[config.mk]
export PLATFORM = sky130hd
export DESIGN_NAME = keyword_token_lexer
export DESIGN_NICKNAME = d
export VERILOG_FILES = /design/src/design/kwlex_pkg.sv /design/src/design/keyword_token_lexer.sv /design/src/design/kwlex_step.sv
export SDC_FILE = /design/constraint.sdc
export NUM_CORES = 1
export LEC_CHECK = 0
export BUFFER_PORTS_ARGS = -buffer_cell sky130_fd_sc_hd__buf_4
export CORE_MARGIN = 3
export CORE_UTILIZATION = 41
export CTS_CLUSTER_SIZE = 10
export DETAILED_ROUTE_END_ITERATION = 8
export RECOVER_POWER = 25
export SLEW_MARGIN = 20
export SYNTH_ARGS = -nofsm -noshare
export SYNTH_HDL_FRONTEND = slang
export SYNTH_SLANG_ARGS = --single-unit
[constraint.sdc]
create_clock -name clk_i -period 9.5 [get_ports clk_i]
set_clock_uncertainty 0.2 [all_clocks]
set_input_delay 1.9 -clock clk_i [delete_from_list [all_inputs] [get_ports clk_i]]
set_output_delay 1.9 -clock clk_i [all_outputs]
set_load 0.05 [all_outputs]
[src/design/kwlex_pkg.sv]
package kwlex_pkg;

  localparam int unsigned POSITION_WIDTH = 32;
  localparam int unsigned LENGTH_WIDTH   = 16;

  // record packing on the master side
  localparam int unsigned REC_BITS  = 4 + 2 + POSITION_WIDTH + LENGTH_WIDTH;
  localparam int unsigned REC_BYTES = (REC_BITS + 7) / 8;
  localparam int unsigned OUT_TDATA_WIDTH = REC_BYTES * 8;

  typedef enum logic [1:0] {
    MODE_IDLE = 2'd0,
    MODE_WORD = 2'd1,
    MODE_NUM  = 2'd2,
    MODE_STR  = 2'd3
  } mode_e;

  typedef enum logic [3:0] {
    KIND_LPAREN  = 4'd0,
    KIND_RPAREN  = 4'd1,
    KIND_PLUS    = 4'd2,
    KIND_MINUS   = 4'd3,
    KIND_SLASH   = 4'd4,
    KIND_STAR    = 4'd5,
    KIND_NUMBER  = 4'd6,
    KIND_IDENT   = 4'd7,
    KIND_KEYWORD = 4'd8,
    KIND_STRING  = 4'd9,
    KIND_EOF     = 4'd10,
    KIND_UNTERM  = 4'd11
  } kind_e;

  typedef enum logic [1:0] {
    KW_DO   = 2'd0,
    KW_END  = 2'd1,
    KW_FUNC = 2'd2,
    KW_EXIT = 2'd3
  } kw_e;

  // first letters of a run, earliest letter most significant
  localparam logic [31:0] PREFIX_DO   = 32'h0000_646F;
  localparam logic [31:0] PREFIX_END  = 32'h0065_6E64;
  localparam logic [31:0] PREFIX_FUNC = 32'h6675_6E63;
  localparam logic [31:0] PREFIX_EXIT = 32'h6578_6974;

  typedef struct packed {
    mode_e                     mode;
    logic [POSITION_WIDTH-1:0] pos;
    logic [POSITION_WIDTH-1:0] start;
    logic [LENGTH_WIDTH-1:0]   count;
    logic [31:0]               prefix;
  } scan_state_t;

  typedef struct packed {
    logic                      last;
    logic [LENGTH_WIDTH-1:0]   len;
    logic [POSITION_WIDTH-1:0] start;
    kw_e                       kw;
    kind_e                     kind;
  } token_rec_t;

endpackage

[src/design/keyword_token_lexer.sv]
// Streaming tokenizer: source bytes in, token records out.
// Slave side: one source byte per beat in s_axis_tdata; s_axis_tlast marks
// end of input (the data byte of that beat is ignored). Master side: one
// token record per beat in m_axis_tdata (kind, keyword code, start offset,
// length), m_axis_tlast set on the last record caused by one input beat.
// A record shows on the master side in the cycle after the byte that ends
// the token is accepted.
// Throughput: one byte per cycle while the receiver takes records. A byte
// that closes a run and is itself an operator, or end of input with a run
// pending, makes two records; the second drains from a two-entry output
// buffer and holds s_axis_tready low until the first record is taken.
// s_axis_tready is high when the output buffer is empty or its one record
// is taken in the same cycle. A stalled receiver leaves records in the
// buffer and input is held off until they drain; nothing is dropped.
// Reset clears the scan state (offset 0, no token pending) and empties the
// output buffer. End of input also returns the scanner to that state, so
// the next byte starts a new source at offset 0.
module keyword_token_lexer (
  input  logic                                   clk_i,
  input  logic                                   rst_ni,
  input  logic                                   s_axis_tvalid,
  output logic                                   s_axis_tready,
  input  logic [7:0]                             s_axis_tdata,  // [7:0] source_byte
  input  logic                                   s_axis_tlast,  // end_of_input
  output logic                                   m_axis_tvalid,
  input  logic                                   m_axis_tready,
  // token_kind[3:0], keyword_code[5:4], start_position[37:6],
  // token_length[53:38], zero fill above
  output logic [kwlex_pkg::OUT_TDATA_WIDTH-1:0]  m_axis_tdata,
  output logic                                   m_axis_tlast   // last_of_run
);
  import kwlex_pkg::*;

  scan_state_t state_q, state_d;
  token_rec_t  rec0, rec1;
  token_rec_t  head_q, head_d, tail_q, tail_d;
  logic [1:0]  num_rec;
  logic [1:0]  cnt_q, cnt_d;
  logic        in_beat, out_beat;
  logic [REC_BITS-1:0] rec_bits;

  assign s_axis_tready = (cnt_q == 2'd0) || (cnt_q == 2'd1 && m_axis_tready);
  assign in_beat       = s_axis_tvalid && s_axis_tready;
  assign m_axis_tvalid = (cnt_q != 2'd0);
  assign out_beat      = m_axis_tvalid && m_axis_tready;

  kwlex_step u_step (
    .state_i   (state_q),
    .byte_i    (s_axis_tdata),
    .eoi_i     (s_axis_tlast),
    .state_o   (state_d),
    .num_rec_o (num_rec),
    .rec0_o    (rec0),
    .rec1_o    (rec1)
  );

  always_comb begin
    head_d = head_q;
    tail_d = tail_q;
    cnt_d  = cnt_q;
    if (in_beat) begin
      // buffer is empty by the end of this cycle whenever a byte is taken
      head_d = rec0;
      tail_d = rec1;
      cnt_d  = num_rec;
    end else if (out_beat) begin
      head_d = tail_q;
      cnt_d  = cnt_q - 2'd1;
    end
  end

  always_ff @(posedge clk_i or negedge rst_ni) begin
    if (!rst_ni) begin
      state_q <= '0;
      cnt_q   <= 2'd0;
    end else begin
      if (in_beat) begin
        state_q <= state_d;
      end
      cnt_q <= cnt_d;
    end
  end

  always_ff @(posedge clk_i) begin
    head_q <= head_d;
    tail_q <= tail_d;
  end

  assign rec_bits     = {head_q.len, head_q.start, head_q.kw, head_q.kind};
  assign m_axis_tdata = OUT_TDATA_WIDTH'(rec_bits);
  assign m_axis_tlast = head_q.last;

endmodule

[src/design/kwlex_step.sv]
module kwlex_step (
  input  kwlex_pkg::scan_state_t state_i,
  input  logic [7:0]             byte_i,
  input  logic                   eoi_i,
  output kwlex_pkg::scan_state_t state_o,
  output logic [1:0]             num_rec_o,
  output kwlex_pkg::token_rec_t  rec0_o,
  output kwlex_pkg::token_rec_t  rec1_o
);
  import kwlex_pkg::*;

  localparam logic [7:0] CH_LPAREN = 8'h28;
  localparam logic [7:0] CH_RPAREN = 8'h29;
  localparam logic [7:0] CH_STAR   = 8'h2A;
  localparam logic [7:0] CH_PLUS   = 8'h2B;
  localparam logic [7:0] CH_MINUS  = 8'h2D;
  localparam logic [7:0] CH_SLASH  = 8'h2F;
  localparam logic [7:0] CH_QUOTE  = 8'h22;

  logic                    is_letter, is_digit, is_op, has_pend;
  kind_e                   op_kind;
  logic [LENGTH_WIDTH-1:0] count_inc;
  token_rec_t              pend_rec, op_rec, eof_rec;

  assign is_letter = (byte_i >= 8'h61 && byte_i <= 8'h7A) ||
                     (byte_i >= 8'h41 && byte_i <= 8'h5A);
  assign is_digit  = (byte_i >= 8'h30 && byte_i <= 8'h39);
  assign count_inc = (&state_i.count) ? state_i.count
                                      : state_i.count + LENGTH_WIDTH'(1);
  assign has_pend  = (state_i.mode == MODE_WORD) || (state_i.mode == MODE_NUM);

  always_comb begin
    is_op   = 1'b1;
    op_kind = KIND_LPAREN;
    case (byte_i)
      CH_LPAREN: op_kind = KIND_LPAREN;
      CH_RPAREN: op_kind = KIND_RPAREN;
      CH_PLUS:   op_kind = KIND_PLUS;
      CH_MINUS:  op_kind = KIND_MINUS;
      CH_SLASH:  op_kind = KIND_SLASH;
      CH_STAR:   op_kind = KIND_STAR;
      default:   is_op = 1'b0;
    endcase
  end

  // record for the letter or digit run in progress
  always_comb begin
    pend_rec       = '0;
    pend_rec.start = state_i.start;
    pend_rec.len   = state_i.count;
    pend_rec.kw    = KW_DO;
    if (state_i.mode == MODE_NUM) begin
      pend_rec.kind = KIND_NUMBER;
    end else begin
      pend_rec.kind = KIND_KEYWORD;
      if (state_i.count == LENGTH_WIDTH'(2) && state_i.prefix == PREFIX_DO) begin
        pend_rec.kw = KW_DO;
      end else if (state_i.count == LENGTH_WIDTH'(3) && state_i.prefix == PREFIX_END) begin
        pend_rec.kw = KW_END;
      end else if (state_i.count == LENGTH_WIDTH'(4) && state_i.prefix == PREFIX_FUNC) begin
        pend_rec.kw = KW_FUNC;
      end else if (state_i.count == LENGTH_WIDTH'(4) && state_i.prefix == PREFIX_EXIT) begin
        pend_rec.kw = KW_EXIT;
      end else begin
        pend_rec.kind = KIND_IDENT;
      end
    end
  end

  always_comb begin
    op_rec       = '0;
    op_rec.kind  = op_kind;
    op_rec.kw    = KW_DO;
    op_rec.start = state_i.pos;
    op_rec.len   = LENGTH_WIDTH'(1);
    eof_rec       = '0;
    eof_rec.kind  = KIND_EOF;
    eof_rec.kw    = KW_DO;
    eof_rec.start = state_i.pos;
  end

  always_comb begin
    state_o   = state_i;
    num_rec_o = 2'd0;
    rec0_o    = pend_rec;
    rec1_o    = op_rec;
    if (eoi_i) begin
      state_o = '0;
      if (state_i.mode == MODE_STR) begin
        rec0_o.kind = KIND_UNTERM;
        rec0_o.kw   = KW_DO;
        num_rec_o   = 2'd1;
      end else if (has_pend) begin
        rec1_o    = eof_rec;
        num_rec_o = 2'd2;
      end else begin
        rec0_o    = eof_rec;
        num_rec_o = 2'd1;
      end
    end else begin
      state_o.pos = state_i.pos + POSITION_WIDTH'(1);
      if (state_i.mode == MODE_STR) begin
        if (byte_i == CH_QUOTE) begin
          rec0_o.kind   = KIND_STRING;
          rec0_o.kw     = KW_DO;
          num_rec_o     = 2'd1;
          state_o.mode  = MODE_IDLE;
        end else begin
          state_o.count = count_inc;
        end
      end else if (state_i.mode == MODE_WORD && is_letter) begin
        if (state_i.count < LENGTH_WIDTH'(4)) begin
          state_o.prefix = {state_i.prefix[23:0], byte_i};
        end
        state_o.count = count_inc;
      end else if (state_i.mode == MODE_NUM && is_digit) begin
        state_o.count = count_inc;
      end else begin
        // anything else ends the run in progress; an operator, letter, digit or quote then starts its own token
        state_o.mode = MODE_IDLE;
        if (is_op) begin
          if (has_pend) begin
            num_rec_o = 2'd2;
          end else begin
            rec0_o    = op_rec;
            num_rec_o = 2'd1;
          end
        end else begin
          num_rec_o = has_pend ? 2'd1 : 2'd0;
          if (is_letter) begin
            state_o.mode   = MODE_WORD;
            state_o.start  = state_i.pos;
            state_o.count  = LENGTH_WIDTH'(1);
            state_o.prefix = {24'd0, byte_i};
          end else if (is_digit) begin
            state_o.mode  = MODE_NUM;
            state_o.start = state_i.pos;
            state_o.count = LENGTH_WIDTH'(1);
          end else if (byte_i == CH_QUOTE) begin
            state_o.mode  = MODE_STR;
            state_o.start = state_i.pos + POSITION_WIDTH'(1);
            state_o.count = '0;
          end
        end
      end
    end
    rec0_o.last = (num_rec_o == 2'd1);
    rec1_o.last = 1'b1;
  end

endmodule
==> impl_metrics.py, run 1 <==
metrics = {
    "run_status": {
        "status": "finished, violations left",
        "violations": "max-capacitance violations, max-slew violations",
    },
    "synth": {
        "ys_types": 76,
        "syn_area_um2": 10710,
        "async_flop_share_pct": 55.77,
        "ys_ff_latch": 208,
        "synthFlopType": "dfrtp_1",
        "ys_warn_count": 0,
        "yosysSeqAreaShare_pct": 52.89,
        "syn_inst": 1048,
        "avgSynthCellArea_um2": 10.22,
        "synth_edf_count": 92,
    },
    "die": {
        "die_width_um": 167.6,
        "num_io_pins": 72,
        "rows": 58,
        "die_h_um": 167.6,
        "initial_core_util_pct": 42.17,
        "core_area_um2": 25400,
        "die_area_um2": 28100,
    },
    "min_path": {
        "holdPathEnd": "state_q[51]",
        "min_path_cells": 1,
        "worstHoldPathType": "flop to flop",
        "min-delay-start": "state_q[51]",
    },
    "global_route": {
        "grt_overflow_total": 0,
        "grt_util_all_layers_pct": 17.66,
        "grt_max_degree": 86,
        "grt_pass1_vias": 7805,
        "grt_first_pass_wirelength_um": 41540,
        "grt_antenna_before_repair": 0,
    },
    "detailed_routing": {
        "wl_um": 25120,
        "antenna_left": 0,
        "wl_per_cell_um": 17.57,
        "via_per_inst": 5.542,
        "firstDrtPassIters": 5,
        "drtIter0Drc": 600,
        "drc": 0,
        "vias": 7925,
    },
    "setup_path": {
        "regToRegStartpoint": "cnt_q[0]",
        "r2r_cells": 6,
        "critPathRequiredTime_ns": 9.65,
        "worstSetupPathType": "input pin to flop",
        "regToRegSetupSlack_ns": 5.40,
        "cp.arrival_ns": 5.99,
        "r2r-end": "cnt_q[0]",
        "endpoint_kind": "flop",
        "startpoint_type": "input pin",
        "cp_max_fo": 55,
    },
    "pwr": {
        "p_seq_share_pct": 40.9,
        "p_leak_nw": 4.818,
        "p_int_w": 0.002025,
        "p_comb_share_pct": 32.5,
        "power.total_w": 0.003269,
        "ir_drop_mv": 0.1964,
        "power_density_nw_per_um2": 269.4,
        "swShare_pct": 38.05,
        "clockPowerShare_pct": 26.6,
        "switchingPower_w": 0.001244,
    },
    "cts": {
        "cts_max_level": 1,
        "insertion_delay_ns": 0.52,
        "clockBufferDepth": 3,
        "cts_tree": "done",
        "cts_setup_buffers": 0,
        "cts_inserted_buffers": 25,
        "cts_resized": 0,
        "cts.clk_slew.worst_paths_ns": 0.05,
        "holdBufCountCts": 0,
        "cts_root_buffer": "clkbuf_16",
        "clkSinkCount": 208,
    },
    "final_layout": {
        "final_util_pct": 47.78,
        "final_cell_area_um2": 12140,
        "synthToLayoutAreaGrowth_pct": 13.29,
        "num_antenna_cells": 0,
        "nets": 1104,
        "drive_gt1_share_pct": 11.82,
    },
    "sta": {
        "tns_ns": 0,
        "drv_slew": 166,
        "timing.final.crit_period_ns": 5.843,
        "fmax_mhz": 171.1,
        "period_share_pct": 61.51,
        "hold_viol": 0,
        "setup_viol": 0,
        "rsz0062_at_grt": "no",
        "worst_pin_slew_ns": 3.455,
        "slew_headroom_pct": -130.4,
    },
    "placed_design": {
        "gp_congestion": 0.8902,
        "port_buffers": 69,
        "dpl.hpwl_um": 16010,
        "placed_cell_area_um2": 11410,
    },
    "flow_run": {
        "cap_violations": 3,
    },
}
sequential cells by signal, indices dropped and copies added, names as in the netlist:
register and count:
cnt_q 2, m_axis_tlast 1, tail_q 37, m_axis_tdata 54, state_q 114
cells in the final DEF, fill, tap and decap left out, types with 17 or more instances in the layout:
master,n
nand4_1,20
dfrtp_1,116
nor2_1,54
nor3_1,52
a21oi_1,43
and3_1,23
clkbuf_1,20
edfxtp_1,92
mux2i_1,55
xnor2_1,27
buf_4,75
nand2_1,139
inv_1,56
o21ai_1,50
nand3_1,17
o21ai_0,26
clkbuf_16,25
layer usage:
layer	GRT usage (%)	share of wire [%]
met1	25.07	47
met2	28.51	46
met3	2.432	4.0
met4	5.052	2.4
met5	0	0
power groups by stage:
stage	clock, W	sequential, W	combinational [W]
2_1_floorplan	0	0.00159	0.000516
3_3_place_gp	0	0.00134	0.00107
3_5_place_dp	0	0.00135	0.00108
4_1_cts	0.000894	0.00133	0.00108
5_1_grt	0.000931	0.00136	0.00115
6_report	0.000869	0.00134	0.00106
synthesized netlist by cell type, types with 12 or more instances:
| library cell | count | area [µm²] |
|---|---|---|
| nand2_1 | 140 | 525.5 |
| and3_1 | 23 | 143.9 |
| inv_1 | 57 | 214.0 |
| edfxtp_1 | 92 | 2763 |
| o21ai_1 | 50 | 250.2 |
| a21oi_1 | 43 | 215.2 |
| mux2_1 | 13 | 146.4 |
| nand3_1 | 17 | 85.08 |
| nor3_1 | 52 | 260.3 |
| o2bb2ai_1 | 14 | 122.6 |
| dfrtp_1 | 116 | 2903 |
| nand4_1 | 20 | 125.1 |
| buf_2 | 12 | 60.06 |
| clkbuf_1 | 52 | 195.2 |
| xnor2_1 | 27 | 236.5 |
| o21ai_0 | 26 | 130.1 |
| mux2i_1 | 55 | 550.5 |
| nor2_1 | 54 | 202.7 |
logic make-up after synthesis:
kind of cell / after synthesis / share of synthesized area, %
other: 1 / 0.03501
AO/OA/AOI/OAI: 209 / 12.50
adder cells (fa/ha/maj): 10 / 1.168
AND/OR/NAND/NOR: 384 / 18.60
flip-flops: 208 / 52.89
buffers and inverters: 131 / 5.186
XOR/XNOR: 33 / 2.698
multiplexers: 72 / 6.927
worst max path at each step:
| stage | start | to | slack [ns] | cells after the start |
|---|---|---|---|---|
| final | s_axis_tlast | m_axis_tdata[3] | 3.66 | 5 |
| after global routing | s_axis_tlast | m_axis_tdata[3] | 3.32 | 5 |
| after CTS | m_axis_tready | s_axis_tready | 4.98 | 3 |
| after detailed placement | s_axis_tdata[0] | state_q[70] | 4.83 | 7 |
| after global placement | m_axis_tready | state_q[35] | 4.86 | 8 |
| after floorplan | m_axis_tready | m_axis_tdata[3] | 4.43 | 7 |
stage by stage:
step / instances / hold slack, ns / setup WS [ns]
finish: 1430 / 0.2856 / 3.657
CTS: 1430 / 0.2905 / 4.982
floorplan: 1049 / 0.2196 / 4.428
global route: 1430 / 0.3009 / 3.324
detailed placement: 1384 / 0.2737 / 4.827
global placement: 1384 / 0.2670 / 4.862
final cells by class:
class	instances	area (µm²)
inverters	57	214.0
flip-flops and latches	208	5665
fillers	2386	13260
multi-input cells	710	4524
clock buffers	44	726.9
repair buffers	79	578.1
clock inverters	2	13.76
well taps	330	412.9
critical path: stages:
cell and delay [ns]:
clkbuf_1 1.97, inv_1 1.25, o21ai_0 0.45, o221ai_1 0.17, nand2_1 0.22
Note: power is estimated with default switching activity, not from simulation.
==> inputs of run 2 (changes only) <==
==> constraint.sdc (replaced) <==
create_clock -name clk_i -period 5.41 [get_ports clk_i]
set_clock_uncertainty 0.2 [all_clocks]
set_input_delay 1.082 -clock clk_i [delete_from_list [all_inputs] [get_ports clk_i]]
set_output_delay 1.082 -clock clk_i [all_outputs]
set_load 0.05 [all_outputs]
==> run 2 against run 1 <==
  * The run still ends with max-capacitance violations, max-slew violations left
  * Register-to-register slack worse by 3.1 ns
  * Largest cell class unchanged
  * Flip-flop and latch count unchanged
  * Critical endpoint is now state_q[57]
  * First-iteration DRC count grew 7.2%
  * Critical path depth decreased by 3
  * Core utilization grew 0.13 points
==> impl_metrics.py, run 2 (same netlist as run 1, synthesis figures left out) <==
metrics = {
    "detailed_routing": {
        "drc": 0,
        "wl_per_cell_um": 17.74,
        "firstDrtPassIters": 5,
        "drtIter0Drc": 643,
        "wl_um": 25410,
        "via_per_inst": 5.670,
        "vias": 8120,
        "antenna_left": 0,
    },
    "final_layout": {
        "layout_common_cells": "nand2_1 (139), dfrtp_1 (116), edfxtp_1 (92), buf_4 (79), inv_1 (56)",
        "largest_reg_flops": 114,
        "num_antenna_cells": 0,
        "nets": 1106,
        "regMostFlops": "state_q",
        "synthToLayoutAreaGrowth_pct": 13.61,
        "drive_gt1_share_pct": 12.16,
        "layout_commonest_cell": "nand2_1",
    },
    "sta": {
        "tns_ns": 0,
        "period_share_pct": 73.26,
        "rsz0062_at_grt": "no",
        "worst_pin_slew_ns": 3.372,
        "fmax_mhz": 252.3,
        "timing.final.ws_setup_ns": 1.447,
        "hold_viol": 0,
        "drv_slew": 60,
        "timing.final.crit_period_ns": 3.963,
        "setup_viol": 0,
        "slew_headroom_pct": -124.8,
    },
    "setup_path": {
        "critPathRequiredTime_ns": 5.79,
        "regToRegStartpoint": "state_q[32]",
        "startpoint_type": "input pin",
        "cp.arrival_ns": 4.34,
        "regToRegSetupSlack_ns": 2.26,
        "endpoint_kind": "async pin",
        "cp_slowest_cell": "clkbuf_1",
        "cp_slowest_stage_delay_ns": 2.33,
        "r2r_cells": 7,
        "worstSetupPathType": "input pin to async pin",
        "cp_max_fo": 59,
        "r2r-end": "state_q[45]",
        "crit_buf_inv": 2,
        "path_cells": "clkbuf_1 -> clkbuf_2",
        "critical-path-top-delay-family": "buffers and inverters",
    },
    "cts": {
        "cts_tree": "done",
        "cts_root_buffer": "clkbuf_16",
        "cts_max_level": 1,
        "holdBufCountCts": 0,
        "insertion_delay_ns": 0.52,
        "clkSinkCount": 208,
        "cts.clk_slew.worst_paths_ns": 0.05,
        "cts_inserted_buffers": 25,
        "cts_resized": 0,
        "clockBufferDepth": 3,
        "cts_setup_buffers": 0,
    },
    "min_path": {
        "min_path_cells": 1,
        "min-delay-start": "state_q[62]",
        "worstHoldPathType": "flop to flop",
        "holdPathEnd": "state_q[62]",
    },
    "placed_design": {
        "port_buffers": 69,
        "dpl.hpwl_um": 16760,
        "gp_congestion": 0.8695,
        "pre_cts_slack_ns": 1.251,
    },
    "global_route": {
        "grt_first_pass_wirelength_um": 41970,
        "grt_util_all_layers_pct": 17.93,
        "grt_antenna_before_repair": 0,
        "grt_max_degree": 60,
        "grt_pass1_vias": 7752,
        "grt_overflow_total": 0,
    },
    "die": {
        "die_area_um2": 28100,
        "initial_core_util_pct": 42.17,
        "num_io_pins": 72,
        "rows": 58,
        "die_h_um": 167.6,
        "core_area_um2": 25400,
        "die_width_um": 167.6,
    },
    "flow_run": {
        "cap_violations": 1,
    },
    "pwr": {
        "p_leak_nw": 4.837,
        "ir_drop_mv": 0.2736,
        "power_density_nw_per_um2": 472.4,
    },
    "run_status": {
        "status": "finished, violations left",
        "violations": "max-capacitance violations, max-slew violations",
    },
}
-- run 2: cell types whose count changed in the layout (fill, tap and decap cells not counted), sizes merged --
cell    delta
clkbuf     -1
clkinv     -1
buf        +4
-- run 2: layout make-up --
| type | instances | area (µm²) |
|---|---|---|
| well taps | 330 | 412.9 |
| fillers | 2373 | 13230 |
| repair buffers | 81 | 601.8 |
| multi-input cells | 710 | 4536 |
| clock buffers | 45 | 730.7 |
| clock inverters | 1 | 8.758 |
| flip-flops and latches | 208 | 5665 |
| inverters | 57 | 214.0 |
-- run 2: worst max-delay path by stage --
stage                          from               to  slack, ns  cells past startpoint
floorplan             m_axis_tready  m_axis_tdata[3]       1.16                      7
CTS                 s_axis_tdata[0]      state_q[48]       1.82                      7
detailed placement  s_axis_tdata[0]      state_q[48]       1.25                      7
global route                 rst_ni      state_q[55]       0.76                      2
finish                       rst_ni      state_q[57]       1.45                      2
global placement    s_axis_tdata[0]      state_q[48]       1.34                      7
-- run 2: worst register-to-register path, delay by kind of cell, from the launching register on --
kind	cells	cell delay, ns
adders and majority gates	1	0.27
DFF	1	0.51
and+or+nand+nor	4	1.19
AOI/OAI and AO/OA	1	0.83
buffers and inverters	1	0.08
-- run 2: report_power, final --
part           total (W)  internal (W)  switching, W
Sequential       0.00233       0.00210      0.000234
Combinational    0.00188      0.000552       0.00133
Clock            0.00154      0.000903      0.000633
Total            0.00575       0.00355       0.00220
-- run 2: per-stage QoR --
stage          area, µm²  util [%]  power, W  hold slack (ns)  std cells
2_1_floorplan      10720         -  0.003701           0.2196       1049
3_3_place_gp       11420     44.98  0.004232           0.2695       1386
3_5_place_dp       11420     44.98  0.004257           0.2737       1386
4_1_cts            12160     47.89  0.005811           0.2887       1432
5_1_grt            12170     47.91  0.006060           0.3029       1432
6_report           12170     47.91  0.005749           0.2850       1432
-- run 2: routing by layer --
layer  routed length (µm)  track usage [%]
met1                11970            26.15
met2                11710            28.39
met3                 1213            2.738
met4                  521            4.233
met5                    0                0
==> inputs of run 3 (changes only) <==
==> constraint.sdc (replaced) <==
create_clock -name clk_i -period 3.64 [get_ports clk_i]
set_clock_uncertainty 0.2 [all_clocks]
set_input_delay 0.728 -clock clk_i [delete_from_list [all_inputs] [get_ports clk_i]]
set_output_delay 0.728 -clock clk_i [all_outputs]
set_load 0.05 [all_outputs]
==> run 3 against run 2 <==
  * The flow still finishes with violations (max-capacitance violations, max-slew violations)
  * Combinational power grew 54%
  * Via count decreased by 0.78%
  * Power rose by 49%
==> impl_metrics.py, run 3 (same netlist as run 1, synthesis figures left out) <==
metrics = {
    "placed_design": {
        "dpl.hpwl_um": 16860,
        "gp_congestion": 0.8619,
        "dp.cells": 1399,
        "port_buffers": 69,
    },
    "sta": {
        "drv_slew": 40,
        "timing.final.crit_period_ns": 3.085,
        "tns_ns": 0,
        "hold_viol": 0,
        "worst_pin_slew_ns": 2.432,
        "period_share_pct": 84.74,
        "rsz0062_at_grt": "no",
        "fmax_mhz": 324.2,
        "setup_viol": 0,
        "slew_headroom_pct": -62.11,
    },
    "run_status": {
        "status": "finished, violations left",
        "violations": "max-capacitance violations, max-slew violations",
    },
    "cts": {
        "cts_resized": 0,
        "cts_max_level": 1,
        "cts_setup_buffers": 0,
        "insertion_delay_ns": 0.51,
        "cts_inserted_buffers": 25,
        "clkSinkCount": 208,
        "cts_tree": "done",
        "cts_root_buffer": "clkbuf_16",
        "holdBufCountCts": 0,
        "cts.clk_slew.worst_paths_ns": 0.05,
        "clockBufferDepth": 3,
    },
    "pwr": {
        "ir_drop_mv": 0.4211,
        "power_density_nw_per_um2": 697.5,
        "p_leak_nw": 4.913,
    },
    "die": {
        "die_h_um": 167.6,
        "core_area_um2": 25400,
        "num_io_pins": 72,
        "die_area_um2": 28100,
        "initial_core_util_pct": 42.17,
        "rows": 58,
        "die_width_um": 167.6,
    },
    "min_path": {
        "min_path_cells": 1,
        "worstHoldPathType": "flop to flop",
    },
    "setup_path": {
        "critical-path-top-delay-family": "simple AND/OR/NAND/NOR gates",
        "r2r_cells": 7,
        "crit_buf_inv": 1,
        "cp.arrival_ns": 3.31,
        "endpoint_kind": "flop",
        "path_depth": 7,
        "cp_slowest_stage_delay_ns": 0.83,
        "cp_max_fo": 12,
        "path_cells": "ha_1 -> inv_1 -> or4_1 -> o211ai_1 -> nor2_1 -> and4_1 -> nor3_1",
        "critPathRequiredTime_ns": 3.87,
        "startpoint_type": "flop",
        "cp_slowest_cell": "o211ai_1",
        "worstSetupPathType": "flop to flop",
    },
    "detailed_routing": {
        "firstDrtPassIters": 5,
        "antenna_left": 0,
        "vias": 8057,
        "wl_per_cell_um": 17.42,
        "via_per_inst": 5.580,
        "drtIter0Drc": 575,
        "wl_um": 25160,
        "drc": 0,
    },
    "global_route": {
        "grt_pass1_vias": 7783,
        "grt_util_all_layers_pct": 17.92,
        "grt_antenna_before_repair": 0,
        "grt_max_degree": 145,
        "grt_overflow_total": 0,
        "grt_first_pass_wirelength_um": 41750,
    },
    "final_layout": {
        "largest_reg_flops": 114,
        "nets": 1119,
        "fillers": 2393,
        "layout_commonest_cell": "nand2_1",
        "num_antenna_cells": 0,
        "final_cells": 1444,
        "layout_common_cells": "nand2_1 (139), dfrtp_1 (116), edfxtp_1 (92), buf_4 (88), inv_1 (56)",
        "regMostFlops": "state_q",
        "final_util_pct": 48.41,
        "drive_gt1_share_pct": 13.11,
        "synthToLayoutAreaGrowth_pct": 14.80,
    },
    "flow_run": {
        "cap_violations": 1,
    },
}
-- run 3: path summary, 6_finish.rpt --
check / from / endpoint / slack, ns
max: state_q[33] / state_q[45] / 0.56
min: state_q[60] / state_q[60] / 0.29
max reg2reg: state_q[33] / state_q[45] / 0.56
min reg2reg: state_q[60] / state_q[60] / 0.29
max in group asynchronous: rst_ni / state_q[71] / 1.02
min in group asynchronous: rst_ni / state_q[13] / 0.75
-- run 3: power breakdown --
group	total, W	internal [W]	switching [W]
clock network	0.00224	0.00134	0.000903
registers	0.00345	0.00312	0.000333
logic	0.00289	0.000879	0.00201
-- run 3: stage by stage --
| stage | setup slack, ns | area, µm² | total power [W] | hold WS, ns |
|---|---|---|---|---|
| floorplan | 0.4278 | 10720 | 0.005498 | 0.2196 |
| global placement | 0.5260 | 11570 | 0.006367 | 0.2664 |
| detailed placement | 0.4505 | 11570 | 0.006415 | 0.2741 |
| CTS | 0.5664 | 12300 | 0.008684 | 0.01280 |
| global route | 0.3407 | 12300 | 0.009072 | 0.2870 |
| finish | 0.5555 | 12300 | 0.008578 | 0.2850 |
-- run 3: layer usage --
metal	track usage (%)	routed length, µm	vias to the layer above
met3	3.281	1451	46
met2	27.93	11470	218
met1	25.59	11600	3903
met5	0	0	-
li1	-	-	3890
met4	5.585	636	0
-- run 3: layout make-up --
class / count / area (µm²) / area share (%)
Multi-Input combinational cell: 710 / 4524 / 36.79
Clock inverter: 1 / 5.005 / 0.04070
Clock buffer: 44 / 726.9 / 5.912
Inverter: 57 / 214.0 / 1.740
Sequential cell: 208 / 5665 / 46.07
Tap cell: 330 / 412.9 / 3.358
Timing Repair Buffer: 94 / 748.2 / 6.085
